--- config.mk ---
export PLATFORM = sky130hd
export DESIGN_NAME = timed_step_sequencer
export DESIGN_NICKNAME = d
export VERILOG_FILES = /design/src/hw/rtl/tss_pkg.sv /design/src/hw/rtl/tss_cfg.sv /design/src/hw/rtl/tss_ctrl.sv /design/src/hw/rtl/tss_dp.sv /design/src/hw/rtl/timed_step_sequencer.sv
export SDC_FILE = /design/constraint.sdc
export NUM_CORES = 2
export LEC_CHECK = 0
export BUFFER_PORTS_ARGS = -buffer_cell sky130_fd_sc_hd__buf_2
export CAP_MARGIN = 20
export CORE_ASPECT_RATIO = 1.25
export CORE_UTILIZATION = 60
export DETAILED_ROUTE_END_ITERATION = 10
export HOLD_SLACK_MARGIN = 0.1
export PLACE_DENSITY = 0.75
export RECOVER_POWER = 25
export SKIP_CTS_REPAIR_TIMING = 1
export SYNTH_ARGS = -nofsm -noshare
export SYNTH_HDL_FRONTEND = slang
export SYNTH_SLANG_ARGS = --single-unit
--- constraint.sdc ---
create_clock -name clk -period 9.9 [get_ports clk]
set_clock_uncertainty 0.1 [all_clocks]
set_input_delay 2.475 -clock clk [delete_from_list [all_inputs] [get_ports clk]]
set_output_delay 2.475 -clock clk [all_outputs]
set_load 0.02 [all_outputs]
--- src/hw/rtl/tss_pkg.sv ---
package tss_pkg;

  localparam int MAX_STEPS   = 32;
  localparam int REPORT_BITS = 64;
  localparam int STEP_W      = $clog2(MAX_STEPS);
  localparam int CNT_W       = 6;
  localparam int LIM_W       = $clog2(MAX_STEPS + 3);
  localparam int TIME_W      = 32;
  localparam int ADDR_W      = 5;
  localparam int DATA_W      = 64;

  localparam logic [1:0] KIND_TICK  = 2'd0;
  localparam logic [1:0] KIND_START = 2'd1;
  localparam logic [1:0] KIND_STOP  = 2'd2;
  localparam logic [1:0] KIND_LOAD  = 2'd3;

  localparam logic [1:0] PH_IDLE  = 2'd0;
  localparam logic [1:0] PH_STEPS = 2'd1;
  localparam logic [1:0] PH_GAP   = 2'd2;

  localparam logic [1:0] REG_STEP_COUNT = 2'd0;
  localparam logic [1:0] REG_LOOP_GAP   = 2'd1;
  localparam logic [1:0] REG_REPEAT     = 2'd2;
  localparam logic [1:0] REG_NEUTRAL    = 2'd3;

  typedef struct packed {
    logic [CNT_W-1:0]       step_count;
    logic [TIME_W-1:0]      loop_gap_ms;
    logic                   repeat_on;
    logic [REPORT_BITS-1:0] neutral_report;
  } cfg_t;

  typedef struct packed {
    logic latch;
    logic load_wr;
    logic stop;
    logic start_init;
    logic start_go;
    logic read_pos;
    logic add_len;
    logic advance;
    logic adv_apply;
    logic resync;
    logic clr_changed;
  } cmd_t;

  typedef struct packed {
    logic [1:0] kind;
    logic       running;
    logic       eff_zero;
    logic       expired;
    logic       adv_rd;
    logic       limit_hit;
  } stat_t;

endpackage

--- src/hw/rtl/tss_cfg.sv ---
module tss_cfg (
  input  logic                        clk,
  input  logic                        rst_n,
  input  logic                        psel,
  input  logic                        penable,
  input  logic                        pwrite,
  input  logic [tss_pkg::ADDR_W-1:0]  paddr,
  input  logic [tss_pkg::DATA_W-1:0]  pwdata,
  output logic [tss_pkg::DATA_W-1:0]  prdata,
  output logic                        pready,
  output tss_pkg::cfg_t               cfg
);
  import tss_pkg::*;

  cfg_t       cfg_r;
  cfg_t       cfg_nxt;
  logic [1:0] reg_sel;

  assign reg_sel = paddr[4:3];
  assign pready  = 1'b1;
  assign cfg     = cfg_r;

  always_comb begin
    cfg_nxt = cfg_r;
    if (psel && penable && pwrite) begin
      case (reg_sel)
        REG_STEP_COUNT: cfg_nxt.step_count     = pwdata[CNT_W-1:0];
        REG_LOOP_GAP:   cfg_nxt.loop_gap_ms    = pwdata[TIME_W-1:0];
        REG_REPEAT:     cfg_nxt.repeat_on      = pwdata[0];
        REG_NEUTRAL:    cfg_nxt.neutral_report = pwdata[REPORT_BITS-1:0];
        default:        cfg_nxt = cfg_r;
      endcase
    end
  end

  always_comb begin
    case (reg_sel)
      REG_STEP_COUNT: prdata = DATA_W'(cfg_r.step_count);
      REG_LOOP_GAP:   prdata = DATA_W'(cfg_r.loop_gap_ms);
      REG_REPEAT:     prdata = DATA_W'(cfg_r.repeat_on);
      REG_NEUTRAL:    prdata = DATA_W'(cfg_r.neutral_report);
      default:        prdata = '0;
    endcase
  end

  always_ff @(posedge clk) begin
    if (!rst_n) begin
      cfg_r <= '0;
    end else begin
      cfg_r <= cfg_nxt;
    end
  end

endmodule

--- src/hw/rtl/tss_ctrl.sv ---
module tss_ctrl (
  input  logic           clk,
  input  logic           rst_n,
  input  logic           start,
  output logic           busy,
  output logic           out_valid,
  input  tss_pkg::stat_t stat,
  output tss_pkg::cmd_t  cmd
);
  import tss_pkg::*;

  localparam logic [2:0] S_IDLE     = 3'd0;
  localparam logic [2:0] S_DECODE   = 3'd1;
  localparam logic [2:0] S_START_WR = 3'd2;
  localparam logic [2:0] S_CMP      = 3'd3;
  localparam logic [2:0] S_ADV      = 3'd4;
  localparam logic [2:0] S_ADV_WR   = 3'd5;
  localparam logic [2:0] S_RESULT   = 3'd6;

  logic [2:0] state_r;
  logic [2:0] state_nxt;

  assign busy      = (state_r != S_IDLE);
  assign out_valid = (state_r == S_RESULT);

  always_comb begin
    state_nxt = state_r;
    cmd       = '0;
    case (state_r)
      S_IDLE: begin
        if (start) begin
          cmd.latch = 1'b1;
          state_nxt = S_DECODE;
        end
      end
      S_DECODE: begin
        case (stat.kind)
          KIND_TICK: begin
            cmd.read_pos = stat.running;
            state_nxt    = stat.running ? S_CMP : S_RESULT;
          end
          KIND_START: begin
            cmd.start_init = 1'b1;
            state_nxt      = stat.eff_zero ? S_RESULT : S_START_WR;
          end
          KIND_STOP: begin
            cmd.stop  = 1'b1;
            state_nxt = S_RESULT;
          end
          default: begin
            cmd.load_wr = 1'b1;
            state_nxt   = S_RESULT;
          end
        endcase
      end
      S_START_WR: begin
        cmd.start_go = 1'b1;
        state_nxt    = S_RESULT;
      end
      S_CMP: begin
        if (stat.running && stat.expired) begin
          cmd.add_len = 1'b1;
          state_nxt   = S_ADV;
        end else begin
          state_nxt = S_RESULT;
        end
      end
      S_ADV: begin
        cmd.advance = 1'b1;
        if (stat.adv_rd) begin
          state_nxt = S_ADV_WR;
        end else if (stat.limit_hit) begin
          cmd.resync = 1'b1;
          state_nxt  = S_RESULT;
        end else begin
          state_nxt = S_CMP;
        end
      end
      S_ADV_WR: begin
        cmd.adv_apply = 1'b1;
        if (stat.limit_hit) begin
          cmd.resync = 1'b1;
          state_nxt  = S_RESULT;
        end else begin
          state_nxt = S_CMP;
        end
      end
      S_RESULT: begin
        cmd.clr_changed = 1'b1;
        state_nxt       = S_IDLE;
      end
      default: state_nxt = S_IDLE;
    endcase
  end

  always_ff @(posedge clk) begin
    if (!rst_n) begin
      state_r <= S_IDLE;
    end else begin
      state_r <= state_nxt;
    end
  end

endmodule

--- src/hw/rtl/tss_dp.sv ---
module tss_dp (
  input  logic                            clk,
  input  logic                            rst_n,
  input  logic [1:0]                      in_kind,
  input  logic [tss_pkg::TIME_W-1:0]      in_now_ms,
  input  logic [4:0]                      in_entry_index,
  input  logic [tss_pkg::TIME_W-1:0]      in_entry_duration,
  input  logic [63:0]                     in_entry_report,
  input  tss_pkg::cfg_t                   cfg,
  input  tss_pkg::cmd_t                   cmd,
  output tss_pkg::stat_t                  stat,
  output logic [63:0]                     out_report,
  output logic                            out_report_changed,
  output logic                            out_is_running,
  output logic [1:0]                      out_phase,
  output logic [4:0]                      out_current_step,
  output logic [tss_pkg::TIME_W-1:0]      out_passes_done
);
  import tss_pkg::*;

  // step table, no reset
  logic [TIME_W-1:0]      mem_dur [MAX_STEPS];
  logic [REPORT_BITS-1:0] mem_rpt [MAX_STEPS];
  logic [TIME_W-1:0]      rd_dur_r;
  logic [REPORT_BITS-1:0] rd_rpt_r;
  logic                   rd_en;
  logic [STEP_W-1:0]      rd_addr;

  // latched transaction
  logic [1:0]             kind_r, kind_nxt;
  logic [TIME_W-1:0]      now_r, now_nxt;
  logic [4:0]             idx_r, idx_nxt;
  logic [TIME_W-1:0]      dur_in_r, dur_in_nxt;
  logic [REPORT_BITS-1:0] rpt_in_r, rpt_in_nxt;

  logic                   running_r, running_nxt;
  logic [1:0]             phase_r, phase_nxt;
  logic [STEP_W-1:0]      pos_r, pos_nxt;
  logic [TIME_W-1:0]      start_r, start_nxt;
  logic [TIME_W-1:0]      pass_r, pass_nxt;
  logic [REPORT_BITS-1:0] cur_rpt_r, cur_rpt_nxt;
  logic                   changed_r, changed_nxt;
  logic [LIM_W-1:0]       done_r, done_nxt;

  logic [CNT_W-1:0]       eff;
  logic [LIM_W-1:0]       limit;
  logic [TIME_W-1:0]      len;
  logic [TIME_W-1:0]      elapsed;
  logic [CNT_W-1:0]       pos_inc;
  logic                   adv_rd;
  logic [STEP_W-1:0]      adv_addr;
  logic                   put_en;
  logic [REPORT_BITS-1:0] put_val;
  logic                   force_chg;

  assign eff     = (cfg.step_count > CNT_W'(MAX_STEPS)) ? CNT_W'(MAX_STEPS) : cfg.step_count;
  assign limit   = LIM_W'(eff) + LIM_W'(2);
  assign elapsed = now_r - start_r;
  assign pos_inc = CNT_W'(pos_r) + CNT_W'(1);

  always_comb begin
    case (phase_r)
      PH_STEPS: len = rd_dur_r;
      PH_GAP:   len = cfg.loop_gap_ms;
      default:  len = TIME_W'(1);
    endcase
  end

  // where the next advance goes and whether it needs a table entry
  always_comb begin
    adv_rd   = 1'b0;
    adv_addr = '0;
    if (phase_r == PH_GAP) begin
      adv_rd = 1'b1;
    end else if (pos_inc < eff) begin
      adv_rd   = 1'b1;
      adv_addr = pos_inc[STEP_W-1:0];
    end else if (cfg.repeat_on && (cfg.loop_gap_ms == '0)) begin
      adv_rd = 1'b1;
    end
  end

  always_comb begin
    kind_nxt    = kind_r;
    now_nxt     = now_r;
    idx_nxt     = idx_r;
    dur_in_nxt  = dur_in_r;
    rpt_in_nxt  = rpt_in_r;
    running_nxt = running_r;
    phase_nxt   = phase_r;
    pos_nxt     = pos_r;
    start_nxt   = start_r;
    pass_nxt    = pass_r;
    cur_rpt_nxt = cur_rpt_r;
    changed_nxt = changed_r;
    done_nxt    = done_r;
    put_en      = 1'b0;
    put_val     = cfg.neutral_report;
    force_chg   = 1'b0;
    rd_en       = 1'b0;
    rd_addr     = '0;

    if (cmd.latch) begin
      kind_nxt   = in_kind;
      now_nxt    = in_now_ms;
      idx_nxt    = in_entry_index;
      dur_in_nxt = in_entry_duration;
      rpt_in_nxt = in_entry_report[REPORT_BITS-1:0];
    end
    if (cmd.start_init) begin
      pass_nxt  = '0;
      pos_nxt   = '0;
      start_nxt = now_r;
      rd_en     = 1'b1;
      if (eff == '0) begin
        running_nxt = 1'b0;
        phase_nxt   = PH_IDLE;
        put_en      = 1'b1;
      end
    end
    if (cmd.start_go) begin
      running_nxt = 1'b1;
      phase_nxt   = PH_STEPS;
      put_en      = 1'b1;
      put_val     = rd_rpt_r;
      force_chg   = 1'b1;
    end
    if (cmd.stop) begin
      running_nxt = 1'b0;
      phase_nxt   = PH_IDLE;
      pos_nxt     = '0;
      put_en      = 1'b1;
      force_chg   = 1'b1;
    end
    if (cmd.read_pos) begin
      rd_en    = 1'b1;
      rd_addr  = pos_r;
      done_nxt = '0;
    end
    if (cmd.add_len) begin
      start_nxt = start_r + len;
      done_nxt  = done_r + LIM_W'(1);
    end
    if (cmd.advance) begin
      rd_en   = adv_rd;
      rd_addr = adv_addr;
      if (phase_r == PH_GAP) begin
        phase_nxt = PH_STEPS;
        pos_nxt   = '0;
      end else if (pos_inc < eff) begin
        pos_nxt = pos_inc[STEP_W-1:0];
      end else begin
        // end of pass
        pass_nxt = pass_r + TIME_W'(1);
        pos_nxt  = '0;
        if (!cfg.repeat_on) begin
          running_nxt = 1'b0;
          phase_nxt   = PH_IDLE;
          put_en      = 1'b1;
        end else if (cfg.loop_gap_ms != '0) begin
          phase_nxt = PH_GAP;
          put_en    = 1'b1;
        end else begin
          phase_nxt = PH_STEPS;
        end
      end
    end
    if (cmd.adv_apply) begin
      put_en  = 1'b1;
      put_val = rd_rpt_r;
    end
    if (cmd.resync) begin
      start_nxt = now_r;
    end
    if (put_en && (put_val != cur_rpt_r)) begin
      cur_rpt_nxt = put_val;
      changed_nxt = 1'b1;
    end
    if (force_chg) begin
      changed_nxt = 1'b1;
    end
    if (cmd.clr_changed) begin
      changed_nxt = 1'b0;
    end
  end

  always_ff @(posedge clk) begin
    if (cmd.load_wr && (32'(idx_r) < MAX_STEPS)) begin
      mem_dur[STEP_W'(idx_r)] <= dur_in_r;
      mem_rpt[STEP_W'(idx_r)] <= rpt_in_r;
    end
    if (rd_en) begin
      rd_dur_r <= mem_dur[rd_addr];
      rd_rpt_r <= mem_rpt[rd_addr];
    end
  end

  always_ff @(posedge clk) begin
    kind_r   <= kind_nxt;
    now_r    <= now_nxt;
    idx_r    <= idx_nxt;
    dur_in_r <= dur_in_nxt;
    rpt_in_r <= rpt_in_nxt;
  end

  always_ff @(posedge clk) begin
    if (!rst_n) begin
      running_r <= 1'b0;
      phase_r   <= PH_IDLE;
      pos_r     <= '0;
      start_r   <= '0;
      pass_r    <= '0;
      cur_rpt_r <= '0;
      changed_r <= 1'b0;
      done_r    <= '0;
    end else begin
      running_r <= running_nxt;
      phase_r   <= phase_nxt;
      pos_r     <= pos_nxt;
      start_r   <= start_nxt;
      pass_r    <= pass_nxt;
      cur_rpt_r <= cur_rpt_nxt;
      changed_r <= changed_nxt;
      done_r    <= done_nxt;
    end
  end

  assign stat.kind      = kind_r;
  assign stat.running   = running_r;
  assign stat.eff_zero  = (eff == '0);
  assign stat.expired   = (elapsed >= len);
  assign stat.adv_rd    = adv_rd;
  assign stat.limit_hit = (done_r >= limit);

  assign out_report         = 64'(cur_rpt_r);
  assign out_report_changed = changed_r;
  assign out_is_running     = running_r;
  assign out_phase          = phase_r;
  assign out_current_step   = 5'(pos_r);
  assign out_passes_done    = pass_r;

endmodule

--- src/hw/rtl/timed_step_sequencer.sv ---
// Each transaction goes from decode to result: load, stop and a start with no steps go there
// directly, a start with steps through a start-write state; a running tick compares and advances,
// with a write state after each advance that reads the step table, until the step or gap has not
// expired or the walk stops at the limit of step_count + 2 advances (step_count capped at 32).
// One transaction at a time; out_valid strobes for one cycle, busy drops the cycle after.
// Synchronous active-low reset clears control and config; the step table is not cleared.
module timed_step_sequencer (
  input  logic                            clk,
  input  logic                            rst_n,
  input  logic                            start,
  output logic                            busy,
  input  logic [1:0]                      in_kind,
  input  logic [tss_pkg::TIME_W-1:0]      in_now_ms,
  input  logic [4:0]                      in_entry_index,
  input  logic [tss_pkg::TIME_W-1:0]      in_entry_duration,
  input  logic [63:0]                     in_entry_report,
  output logic                            out_valid,
  output logic [63:0]                     out_report,
  output logic                            out_report_changed,
  output logic                            out_is_running,
  output logic [1:0]                      out_phase,
  output logic [4:0]                      out_current_step,
  output logic [tss_pkg::TIME_W-1:0]      out_passes_done,
  input  logic                            psel,
  input  logic                            penable,
  input  logic                            pwrite,
  input  logic [tss_pkg::ADDR_W-1:0]      paddr,
  input  logic [tss_pkg::DATA_W-1:0]      pwdata,
  output logic [tss_pkg::DATA_W-1:0]      prdata,
  output logic                            pready
);
  import tss_pkg::*;

  cfg_t  cfg;
  cmd_t  cmd;
  stat_t stat;

  tss_cfg u_cfg (
    .clk     (clk),
    .rst_n   (rst_n),
    .psel    (psel),
    .penable (penable),
    .pwrite  (pwrite),
    .paddr   (paddr),
    .pwdata  (pwdata),
    .prdata  (prdata),
    .pready  (pready),
    .cfg     (cfg)
  );

  tss_ctrl u_ctrl (
    .clk       (clk),
    .rst_n     (rst_n),
    .start     (start),
    .busy      (busy),
    .out_valid (out_valid),
    .stat      (stat),
    .cmd       (cmd)
  );

  tss_dp u_dp (
    .clk                (clk),
    .rst_n              (rst_n),
    .in_kind            (in_kind),
    .in_now_ms          (in_now_ms),
    .in_entry_index     (in_entry_index),
    .in_entry_duration  (in_entry_duration),
    .in_entry_report    (in_entry_report),
    .cfg                (cfg),
    .cmd                (cmd),
    .stat               (stat),
    .out_report         (out_report),
    .out_report_changed (out_report_changed),
    .out_is_running     (out_is_running),
    .out_phase          (out_phase),
    .out_current_step   (out_current_step),
    .out_passes_done    (out_passes_done)
  );

endmodule

==> Word-level counts from Yosys, hierarchy flattened <==
Memory sizes are Yosys's and may differ from the RTL's. A register that Yosys moved wholly into a read port is not among the register bits.
Cells that the tools add are included.
{ "totals": {"reg_bits": 384, "latchBits": 0, "mem_bits_rw": 3072, "mem_bits_ro": 0, "out_inout_bits": 172, "word_cells": 153, "mem_count": 2} }
{ "mem_list": {"columns": ["name", "words", "word_bits", "rd", "rd_ports_with_merged_regs", "wr", "line", "rtl"], "rows": [
  ["u_dp.mem_rpt", 32, 64, 1, 1, 1, "tss_dp.sv:23", "logic [REPORT_BITS-1:0] mem_rpt [MAX_STEPS];"],
  ["u_dp.mem_dur", 32, 32, 1, 1, 1, "tss_dp.sv:22", "logic [TIME_W-1:0] mem_dur [MAX_STEPS];"]
]} }
{ "classes": {"n_addsub": 6, "multipliers": 0, "div": 0, "magnitude_cmp": 4, "eq_ne": 15, "shift": 0, "n_mux": 85, "n_bitwise": 1, "n_reduce_logical": 22} }
{ "op_table": {"columns": ["operator", "count"], "rows": [
  ["64-bit case mux with 4 select lines", 1],
  ["32-bit two-way mux", 7],
  ["64-bit two-way mux", 2],
  ["64-bit inequality test", 1],
  ["32-bit case mux with 2 select lines", 1],
  ["1-bit two-way mux", 45],
  ["5-bit two-way mux", 7],
  ["32-bit by 1-bit adder with 32-bit output, second input constant", 1],
  ["32-bit adder", 1],
  ["32-bit greater-or-equal comparator", 1],
  ["32-bit logical NOT", 1],
  ["32-bit nonzero test", 1],
  ["32-bit subtractor", 1],
  ["2-bit two-way mux", 10],
  ["3-bit two-way mux", 6],
  ["6-bit two-way mux", 3],
  ["3-bit case mux with 6 select lines", 1],
  ["3-bit equality test, second input constant", 3],
  ["3-bit nonzero test", 3],
  ["2-bit equality test, second input constant", 4],
  ["2-bit AND reduction", 4],
  ["5-bit by 1-bit adder with 6-bit output, second input constant", 1],
  ["6-bit by 1-bit adder with 6-bit output, second input constant", 1],
  ["6-bit by 2-bit adder with 6-bit output, second input constant", 1],
  ["17 further kinds", 26]
]} }

==> Depth between registers and ports, before layout <==
{ "logic_depth": {"ltp_word": 16, "mapped_depth": 24} }

==> Modules after synthesis <==
Synthesis repeated with hierarchy kept, for this count alone.
{ "hier_totals": {"hier_cells": 10843, "area_unflattened_um2": 143521.4} }
{ "by_module_without_submodules": {"columns": ["module", "instances", "cells_each", "area_each_um2", "seq_area_each_um2"], "rows": [
  ["tss_dp", 1, 10271, 138450.3, 102047.9],
  ["tss_cfg", 1, 526, 4782.1, 2062.0],
  ["tss_ctrl", 1, 46, 289.0, 60.1]
]} }

==> Worst setup path before layout <==
No wires, ideal clock.
{ "synth_path": {"path_kind": "in2reg", "from": "input start", "to": "register u_dp.dur_in_r[0], enable pin", "setup_time_ns": 0.632, "t_arrival_ns": 8.072, "required_ns": 9.168, "setup_slack_ns": 1.096, "stages": 2, "path_buffers": 0, "path_cell_list": "inv_1 nor2_1"} }
{ "synth_rtl": {"columns": ["element", "line", "rtl"], "rows": [
  ["start: declaration", "timed_step_sequencer.sv:10", "input logic start,"],
  ["end signal: assignment", "tss_dp.sv:202", "dur_in_r <= dur_in_nxt;"],
  ["end: declaration", "tss_dp.sv:33", "logic [TIME_W-1:0] dur_in_r, dur_in_nxt;"]
]} }

==> Final worst setup path <==
{ "layout_path": {"from": "register u_dp.now_r[0]", "to": "register u_dp.start_r[1]"} }
{ "layout_via": {"elab_chain_len": 7, "elab_cells_between_ends": 8, "classes_between": "add/sub: 1; order compare: 1; mux: 4; reduce/logical: 2"} }
{ "layout_rtl": {"columns": ["element", "line", "rtl"], "rows": [
  ["start: declaration", "tss_dp.sv:31", "logic [TIME_W-1:0] now_r, now_nxt;"],
  ["start signal: assignment", "tss_dp.sv:200", "now_r <= now_nxt;"],
  ["32-bit subtractor (*)", "tss_dp.sv:58", "assign elapsed = now_r - start_r;"],
  ["32-bit greater-or-equal comparator (*)", "tss_dp.sv:231", "assign stat.expired = (elapsed >= len);"],
  ["1-bit logical AND (*)", "tss_ctrl.sv:61", "if (stat.running && stat.expired) begin"],
  ["1-bit two-way mux (*)", "tss_ctrl.sv:61", null],
  ["1-bit two-way mux (*)", "tss_ctrl.sv:29", "case (state_r)"],
  ["32-bit two-way mux", "tss_dp.sv:140", "if (cmd.add_len) begin"],
  ["32-bit two-way mux", "tss_dp.sv:172", "if (cmd.resync) begin"],
  ["end signal: assignment", "tss_dp.sv:220", "start_r <= start_nxt;"],
  ["end: declaration", "tss_dp.sv:39", "logic [TIME_W-1:0] start_r, start_nxt;"]
]} }
Every way passes the cells marked *; elsewhere a longest branch is shown, timed or not.
A chain may end at the register's enable or synchronous reset.

==> impl_metrics.tcl <==
set metrics [dict create \
    status "finished with violations" \
    violations "design-rule violations" \
    routedWlPerCell_um 31.0 \
    clk_latency_ns 0.90 \
    finalCriticalPeriod_ns 6.83 \
    fp.dieW_um 442 \
    slew_headroom 0.0551 \
    postLayoutCellArea_mm2 0.161 \
    grtUsageTotal 0.341 \
    placed_area_mm2 0.150 \
    drt_iter0_markers 13714 \
    htree_levels 5 \
    grt_pass1_wl_mm 600 \
    gp_congestion 0.924 \
    maxSlewViolCount 0 \
    drt_first_pass_iters 11 \
    fin_util 0.672 \
    cp.arrival_ns 7.54 \
    r2r_slack_ns 3.07 \
    area_delta_synth_final_pct 11.2 \
    ios 382 \
    grt_max_degree 181 \
    power_density_mw_per_mm2 222 \
    fp.dieH_um 551 \
    endpoint_kind "flop" \
    cp.required_ns 10.61 \
    most-common-layout-cells "edfxtp_1, nand2_1, nand3_1" \
    root_buffer "clkbuf_16" \
    yosysWarnings 0 \
    cts_buffers 332 \
    max_cap_violations 0 \
    setup_ws_ns 3.07 \
    clockBufferDepth 4 \
    clock-sinks 3552 \
    critical_path_class "reg -> reg" \
    overflow 0 \
    fmax_mhz 146 \
    fp-row-count 201 \
    hold_viol_final 0 \
    syn-cell-area_mm2 0.145 \
    synth_ff_type "edfxtp_1" \
    coreArea_mm2 0.240 \
    viasPerCell 6.83 \
    fin_crit_sh 0.690 \
    synthArstFlopShare 0 \
    synth.net_count 10401 \
    leakage_nw 55.6 \
    die_area_mm2 0.243 \
    drive_above_1_share 0.134 \
    synth-seq-cells 3552 \
    synth_cell_types 83 \
    hpwl_mm 216 \
    fill_cells 15666 \
    start_util 0.604 \
    drt_wl_total_mm 424 \
    critPathMaxFanout 43 \
    vdd_ir_drop_max_mv 0.201 \
    drc 2 \
    avgSynthCellArea_um2 14.4 \
    cts_tree "done" \
    totalPowerFinal_mw 35.7 \
    ant_nets 0 \
    tightest_slew_ns 1.42 \
    final.setup.tns_ns 0 \
    antenna_found_initial 33 \
    fin_nets 10571 \
    setup_viol_count_final 0 \
    vias 93329 \
    io_buffers 377 \
    layout_commonest_cell "edfxtp_1" \
    synth_edf_count 3303 \
    synth_cells 10078 \
    rsz0062_at_grt "no" \
    hold_path.class "reg -> reg" \
    dp_slack_ns 2.78 \
    seq_area_frac_synth 0.719 \
    path_clk_slew_ns 0.07 \
    crit_path_start_kind "flop" \
    first_global_vias 90660 \
]
sequential cells by signal, summed over array words and instances (netlist names), 3 cells and up:
register and count:
u_dp.mem_rpt 2048, u_dp.mem_dur 1024, u_cfg.cfg 103, u_dp.out_report 64, u_dp.rd_rpt_r 64, u_dp.rpt_in_r 64, u_dp.dur_in_r 32, u_dp.now_r 32
u_dp.out_passes_done 32, u_dp.rd_dur_r 32, u_dp.start_r 32, u_dp.done_r 6, u_dp.idx_r 5, u_dp.out_current_step 5, u_ctrl.state_r 3
power by group:
part           switching (mW)  leakage (nW)  internal (mW)  total, mW
combinational            2.54          18.5           1.30       3.84
clock                    5.54          5.28           7.34       12.9
sequential               1.20          31.8           17.8       19.0
critical path, cell delays in order, from the launching register on:
cell and delay (ns):
edfxtp_1 0.37, inv_1 0.08, ha_1 0.16, inv_1 0.05, fa_1 0.41, a21o_1 0.21
a2111oi_0 0.60, o21bai_1 0.21, a2111oi_0 0.86, nor3_1 0.17, nor3_1 0.38, nor2_1 0.12
xnor2_1 0.15, ha_1 0.29, a21o_1 0.16, a21o_1 0.17, a211oi_1 0.20, o21ai_0 0.15
a22oi_1 0.47, and2_2 0.42, buf_12 0.26, buf_4 0.29, mux2_2 0.36, nor2_1 0.09
cells in the mapped netlist (11+ instances only):
cell | count | share of area
nor3_1 | 80 | 0.0028
or2_2 | 53 | 0.0023
nor4_1 | 114 | 0.0049
or3_1 | 61 | 0.0026
buf_2 | 67 | 0.0023
a211oi_1 | 219 | 0.011
ha_1 | 111 | 0.0096
inv_1 | 187 | 0.0048
nor2_1 | 154 | 0.0040
a21oi_1 | 532 | 0.018
nor4bb_1 | 11 | 0.00076
dfxtp_1 | 249 | 0.034
o21ai_0 | 107 | 0.0037
mux4_2 | 284 | 0.044
and3_1 | 67 | 0.0029
a221o_1 | 16 | 0.0011
a221oi_1 | 33 | 0.0020
a22oi_1 | 128 | 0.0066
buf_1 | 66 | 0.0017
nor2b_1 | 49 | 0.0021
nand3_1 | 632 | 0.022
a31oi_1 | 133 | 0.0057
xnor2_1 | 76 | 0.0046
nand2b_1 | 22 | 0.00095
mux2i_1 | 318 | 0.022
a311oi_1 | 97 | 0.0059
nand4_1 | 31 | 0.0013
nand2_1 | 1725 | 0.045
a31o_1 | 16 | 0.00097
o21a_1 | 28 | 0.0015
o21ai_1 | 101 | 0.0035
o211ai_1 | 18 | 0.00093
o221ai_1 | 95 | 0.0057
clkbuf_1 | 550 | 0.014
edfxtp_1 | 3303 | 0.68
xor2_1 | 31 | 0.0019
o22ai_1 | 47 | 0.0020
a21o_1 | 129 | 0.0067
through the flow:
stage / instances / hold slack [ns]
after floorplan: 10078 / 0.344
after global placement: 13052 / 0.369
after detailed placement: 13057 / 0.378
after CTS: 13650 / 0.387
after global routing: 13665 / 0.413
final: 13674 / 0.387
final timing paths:
path,from,endpoint,cells past startpoint
worst min register to register,u_dp.out_report[4],u_dp.out_report[4],2
worst max register to register,u_dp.now_r[0],u_dp.start_r[1],23
worst max-delay path,u_dp.now_r[0],u_dp.start_r[1],23
worst min-delay path,u_dp.out_report[4],u_dp.out_report[4],2
kinds of logic after synthesis:
logic type	synth area share
buf+inv	0.0235
compound gates	0.0802
other cells	0.0000259
mux	0.0664
simple gates	0.0946
flops	0.719
fa+ha+maj	0.00986
xor+xnor	0.00647
metal layers:
metal / GRT usage / routed length (um) / vias to the layer above
li1: - / - / 38950
met1: 0.430 / 145000 / 46435
met2: 0.543 / 199000 / 6581
met3: 0.0878 / 55100 / 1343
met4: 0.188 / 25700 / 20
met5: 0 / 127 / -
final cells by class:
type,count,area [um^2],share of cell area
Multi-Input combinational cell,5650,37800,0.234
Sequential cell,3552,104000,0.647
Timing Repair Buffer,524,3680,0.0228
Inverter,188,711,0.00441
Clock buffer,401,8700,0.0540
Antenna cell,21,52.6,0.000326
Tap cell,3146,3940,0.0244
Clock inverter,192,2120,0.0132
Power figures use the tool's default switching activity.
